--- config.mk ---
export PLATFORM = sky130hd
export DESIGN_NAME = att_hash
export DESIGN_NICKNAME = d
export VERILOG_FILES = /design/src/att_pkg.sv /design/src/att_hash.sv
export SDC_FILE = /design/constraint.sdc
export NUM_CORES = 2
export LEC_CHECK = 0
export BUFFER_PORTS_ARGS = -buffer_cell sky130_fd_sc_hd__buf_2
export CAP_MARGIN = 0
export CELL_PAD_IN_SITES_DETAIL_PLACEMENT = 2
export CELL_PAD_IN_SITES_GLOBAL_PLACEMENT = 2
export CORE_MARGIN = 3
export CORE_UTILIZATION = 40
export DETAILED_ROUTE_END_ITERATION = 8
export GPL_TIMING_DRIVEN = 0
export PLACE_DENSITY = 0.91
export SLEW_MARGIN = 15
export SYNTH_ARGS = -nofsm -noshare
export SYNTH_HDL_FRONTEND = slang
export SYNTH_SLANG_ARGS = --single-unit
--- constraint.sdc ---
create_clock -name clk -period 9.8 [get_ports clk]
set_input_delay 0.49 -clock clk [delete_from_list [all_inputs] [get_ports clk]]
set_output_delay 0.49 -clock clk [all_outputs]
set_load 0.005 [all_outputs]
--- src/att_pkg.sv ---
// shared constants, codes and transaction types of the allocation tracker
package att_pkg;

	localparam int HEAD_SLOTS  = 1024;
	localparam int POOL_SLOTS  = 1024;
	localparam int TOTAL_SLOTS = HEAD_SLOTS + POOL_SLOTS;

	localparam int HEAD_W = $clog2(HEAD_SLOTS);
	localparam int POOL_W = $clog2(POOL_SLOTS);
	localparam int ENT_W  = $clog2(TOTAL_SLOTS);
	localparam int CNT_W  = $clog2(POOL_SLOTS + 1);
	localparam int LIVE_W = 12;
	localparam int ADDR_W = 64;
	localparam int SIZE_W = 48;
	localparam int ECNT_W = 32;
	localparam int SUM_W  = 64;

	localparam logic [63:0] HASH_SEED = 64'd2166136261;
	localparam logic [63:0] HASH_K1   = 64'hbf58476d1ce4e5b9;
	localparam logic [63:0] HASH_K2   = 64'hd6e8feb86659fd93;
	localparam logic [SIZE_W-1:0] SIZE_MAX = '1;

	typedef enum logic [1:0] {
		OP_MALLOC  = 2'd0,
		OP_CALLOC  = 2'd1,
		OP_FREE    = 2'd2,
		OP_REALLOC = 2'd3
	} op_t;

	typedef enum logic [1:0] {
		ST_OK        = 2'd0,
		ST_UNTRACKED = 2'd1,
		ST_POOL_FULL = 2'd2
	} status_t;

	typedef struct packed {
		logic              valid;
		logic              has_next;
		logic [ENT_W-1:0]  nxt;
		logic [SIZE_W-1:0] size;
		logic [ADDR_W-1:0] addr;
	} entry_t;

	typedef struct packed {
		logic              start;
		logic [ADDR_W-1:0] addr;
	} hash_req_t;

	typedef struct packed {
		logic              busy;
		logic              done;
		logic [HEAD_W-1:0] bucket;
	} hash_rsp_t;

	typedef struct packed {
		status_t           status;
		logic [SIZE_W-1:0] old_size;
		logic [LIVE_W-1:0] live;
		logic [LIVE_W-1:0] peak;
		logic [SUM_W-1:0]  total;
		logic [SUM_W-1:0]  allocated;
		logic [SUM_W-1:0]  released;
	} result_t;

endpackage

--- src/att_hash.sv ---
// multi-cycle address hash: two 64-bit multiplies from 32x32 partial products
module att_hash (
	input  logic                clk,
	input  logic                arst_n,
	input  att_pkg::hash_req_t  req,
	output att_pkg::hash_rsp_t  rsp
);

	logic                       busy_q;
	logic                       done_q;
	logic [2:0]                 cnt_q;
	logic [63:0]                x_q;
	logic [7:0]                 byte_q;
	logic [63:0]                acc_q;
	logic [63:0]                prod_q;
	logic [att_pkg::HEAD_W-1:0] bucket_q;

	logic [2:0]  j_iss;
	logic [2:0]  j_acc;
	logic [63:0] k_sel;
	logic [31:0] op_a;
	logic [31:0] op_b;
	logic [63:0] acc_next;
	logic [63:0] folded;

	// counter values 0..2 issue the first multiply, 4..6 the second; each product accumulates in the next cycle
	always_comb begin
		k_sel = (cnt_q < 3'd3) ? att_pkg::HASH_K1 : att_pkg::HASH_K2;
		j_iss = (cnt_q < 3'd3) ? cnt_q : cnt_q - 3'd4;
		j_acc = (cnt_q < 3'd4) ? cnt_q - 3'd1 : cnt_q - 3'd5;
		case (j_iss)
			3'd0: begin
				op_a = x_q[31:0];
				op_b = k_sel[31:0];
			end
			3'd1: begin
				op_a = x_q[31:0];
				op_b = k_sel[63:32];
			end
			3'd2: begin
				op_a = x_q[63:32];
				op_b = k_sel[31:0];
			end
			default: begin
				op_a = '0;
				op_b = '0;
			end
		endcase
		case (j_acc)
			3'd0:       acc_next = prod_q;
			3'd1, 3'd2: acc_next = acc_q + {prod_q[31:0], 32'd0};
			default:    acc_next = acc_q;
		endcase
		folded = acc_next ^ {32'd0, acc_next[63:32]};
	end

	always_ff @(posedge clk or negedge arst_n) begin
		if (!arst_n) begin
			busy_q <= 1'b0;
			done_q <= 1'b0;
			cnt_q  <= '0;
		end else begin
			done_q <= 1'b0;
			if (!busy_q) begin
				if (req.start && !done_q) begin
					busy_q <= 1'b1;
					cnt_q  <= '0;
				end
			end else begin
				cnt_q <= cnt_q + 3'd1;
				if (cnt_q == 3'd7) begin
					busy_q <= 1'b0;
					done_q <= 1'b1;
				end
			end
		end
	end

	always_ff @(posedge clk) begin
		if (!busy_q) begin
			x_q    <= att_pkg::HASH_SEED ^ req.addr;
			byte_q <= req.addr[7:0];
		end else begin
			prod_q <= op_a * op_b;
			acc_q  <= acc_next;
			if (cnt_q == 3'd3)
				x_q <= acc_next ^ {48'd0, byte_q, 8'h08};
			if (cnt_q == 3'd7)
				bucket_q <= folded[att_pkg::HEAD_W-1:0];
		end
	end

	assign rsp.busy   = busy_q;
	assign rsp.done   = done_q;
	assign rsp.bucket = bucket_q;

endmodule

==> summary.txt <==
Worst setup path
  – Crit path capture type: register
  – Crit start category: register
  – CP max-delay cell: fa_2
  – Worst reg2reg startpoint: cnt_q[0]
  – Crit path required time: 10050 ps
  – Worst reg2reg setup slack: -570 ps
  – CP endpoint: prod_q[57]
  – Most used cell, CP: fa_1
  – WP data arrival: 10630 ps
  – Start point of the critical path: cnt_q[0]
  – CP Max Fanout: 10
  – Largest stage delay on the critical path: 670 ps
  – R2R Path End: prod_q[57]
  – Critical setup path kind: reg -> reg
  – Worst r2r path cells: 28

Final layout
  – Multi-input gate area in the final layout: 30600 µm²
  – Share of layout cells above drive strength 1: 14.7%
  – Syn-to-layout area delta: 13.0%
  – FF/Latch Area: 6440 µm²
  – Most frequent cells in the layout: 952 x inv_1, 780 x fa_1, 358 x ha_1, 263 x nor2_1, 232 x nand2_1
  – NumNets Final: 5504
  – Commonest non-fill, non-tap cell in the layout: inv_1
  – Filler cell count: 10200

Clocking
  – CTS root buffer: clkbuf_16
  – CTS max path bufs: 3
  – Worst-skew pair later-pin latency: 540 ps
  – CTS sink count: 215
  – CTS tree: built
  – H-tree Lvls: 1
  – CTS Buf Count: 19
  – CTS clock-pin slew for the worst setup and hold paths: 90 ps

Timing
  – Final setup viols: 28
  – Fin. max-slew vios: 10
  – RSZ-0062 raised after global routing: true
  – Worst Tran Pin Value: 1510 ps
  – Worst Skew: 30.0 ps
  – Post-route minimum period: 10370 ps
  – Final hold viol count: 0
  – Worst setup margin: -574 ps
  – Sum Neg Setup Slack: -8900 ps
  – Relative slew margins: -0.335%
  – Max Clk Rate: 0.0964 GHz
  – Fin crit share: 106%

Synthesis
  – Simple-Gate Fraction of Synth Area: 8.40%
  – Average cell area after synthesis: 9.97 µm²
  – Mux cell area share after synthesis: 0.656%
  – Post-Synth XOR/XNOR Area: 3.44%
  – Post-synthesis adder-cell area fraction: 51.8%
  – Yosys top cell by area: fa_1
  – Synth top area share: 40.0%
  – Compound-Gate Fraction of Synth Area: 9.25%
  – Ranking of synthesized cells by area: fa_1 40%, edfxtp_1 16%, ha_1 12%, inv_1 9.1%, nor2_1 2.8%
  – Register bit total from synthesis: 215
  – Syn nets: 5284
  – Register area share after synthesis: 16.0%
  – Async S/R FF share, synth: 2.33%
  – Netlist cell types: 68
  – Synth Flop Type: edfxtp_1
  – Cells after Synth: 4035
  – Largest family of logic cells by synthesized area: adder cells
  – Synth Warn #: 0
  – Netlist Area Pre-Place: 40200 µm²
  – Post-synth EDFFs: 210

Global routing
  – First-pass GRT wire length: 282 mm
  – Initial antenna violation count: 26
  – Largest net degree at the start of global routing: 61
  – Tot GR Track Use: 38.1%
  – Vias in the first global route: 39000
  – Global route overflow: 0

Route
  – Routed vias: 36200
  – Total wire length: 227 mm
  – DRT iter0 DRCs: 4638
  – Pre-Repair DR Iteration Count: 9
  – Antenna-violating nets left: 0
  – DR WL/cell: 40.8 µm
  – Remaining DRCs: 0
  – Via density: 6.49

Floorplanning
  – Die Area: 104000 µm²
  – Die X: 323 µm
  – Initial Utilization: 40.6%
  – Core Footprint: 99100 µm²
  – I/O pin count: 79
  – Die Y: 323 µm
  – Cell Rows: 115

Run status
  – Status: complete, but fails checks
  – Failing checks: capacitance limit, slew limit, setup timing

Run
  – Max capacitance violation total: 1

Place
  – Port-buffer cells: 78
  – Final GP Congestion: 1.01
  – Hpwl dp: 165 mm
  – DP Worst Slack: -3010 ps

Hold path
  – Hold Path Class: in -> reg
## per-stage QoR
step | hold WS [ps] | util (%) | instances | cell area (µm²)
finish | 180 | 45.8 | 5575 | 45500
global route | 175 | 45.8 | 5554 | 45400
CTS | 170 | 44.7 | 5489 | 44300
detailed placement | 332 | 42.8 | 5408 | 42400
global placement | 331 | 42.6 | 5400 | 42200
floorplan | 194 | - | 4035 | 40200
## layer usage
metal / wire length [µm] / track usage [%] / part of all wire, % / vias to the layer above
met2: 99900 / 60.5 / 44 / 3168
met1: 73500 / 44.9 / 32 / 18400
met4: 27200 / 30.0 / 12 / 14
li1: - / - / - / 13100
met3: 26600 / 8.50 / 12 / 1524
met5: 97 / 0 / 0.043 / -
## critical path, delay by kind of cell (launching register included)
family          cells  cell delay (ps)
compound gates      9             1980
xor+xnor            1              100
fa+ha+maj          10             5030
buf+inv             5             1050
flops               1              500
simple gates        3             1380
## how the worst min path moves through the flow
stage	from	endpoint	depth (start not counted)	slack, ps
finish	req[3]	byte_q[3]	1	180
global route	req[2]	byte_q[2]	1	180
CTS	req[3]	byte_q[3]	1	170
detailed placement	arst_n	done_q	1	330
global placement	arst_n	done_q	1	330
floorplan	arst_n	busy_q	0	190
## sequential cells by signal, summed over array words and instances (netlist names)
signal	flops
byte_q	8
done_q	1
x_q	64
prod_q	64
busy_q	1
acc_q	64
bucket_q	10
cnt_q	3
## Yosys cell counts (4+ instances only)
cell      instances
inv_1           977
fa_1            805
ha_1            377
nor2_1          300
nand2_1         269
edfxtp_1        210
a21oi_1         162
clkbuf_1        119
xnor2_1          99
o21ai_0          96
a21o_1           76
xor2_1           59
or2_2            48
a22o_1           42
a22oi_1          42
nand3_1          29
and2_1           27
nand2b_1         27
o21bai_1         23
a222oi_1         21
a31oi_1          20
mux2_2           19
nand4_1          19
o21a_1           15
nor2b_1          13
a211oi_1         12
and3_1           11
nor3_1           10
clkinv_1          9
buf_1             8
a31o_2            7
buf_2             6
dfrtp_1           5
mux2i_1           5
or3_1             5
a41oi_1           4
o21ai_1           4
o31ai_1           4
## logic make-up after synthesis
kind of cell	count (synthesis)
fa+ha+maj	1182
buf+inv	1122
simple gates	772
compound gates	562
flops	215
xor+xnor	158
mux	24
## area by class of cell
cell class | count | share of cell area, %
multi-input combinational | 2698 | 67.4
sequential | 215 | 14.2
inverter | 987 | 8.37
timing repair buffer | 224 | 3.56
tap | 1287 | 3.54
buffer | 110 | 1.56
clock buffer | 22 | 1.07
clock inverter | 11 | 0.237
antenna | 21 | 0.116
## timing repair
action,in CTS,in global routing
endpoints found under the hold margin,5,0
buffers inserted,68,68
endpoints found under the setup margin,53,33
cloned,0,1
hold buffers,1,0
resized for setup,267,195
pin swaps,33,53
Power is left out: the tool's default activity adds up to more than one toggle a clock period on the data nets, which glitch-free logic cannot reach.
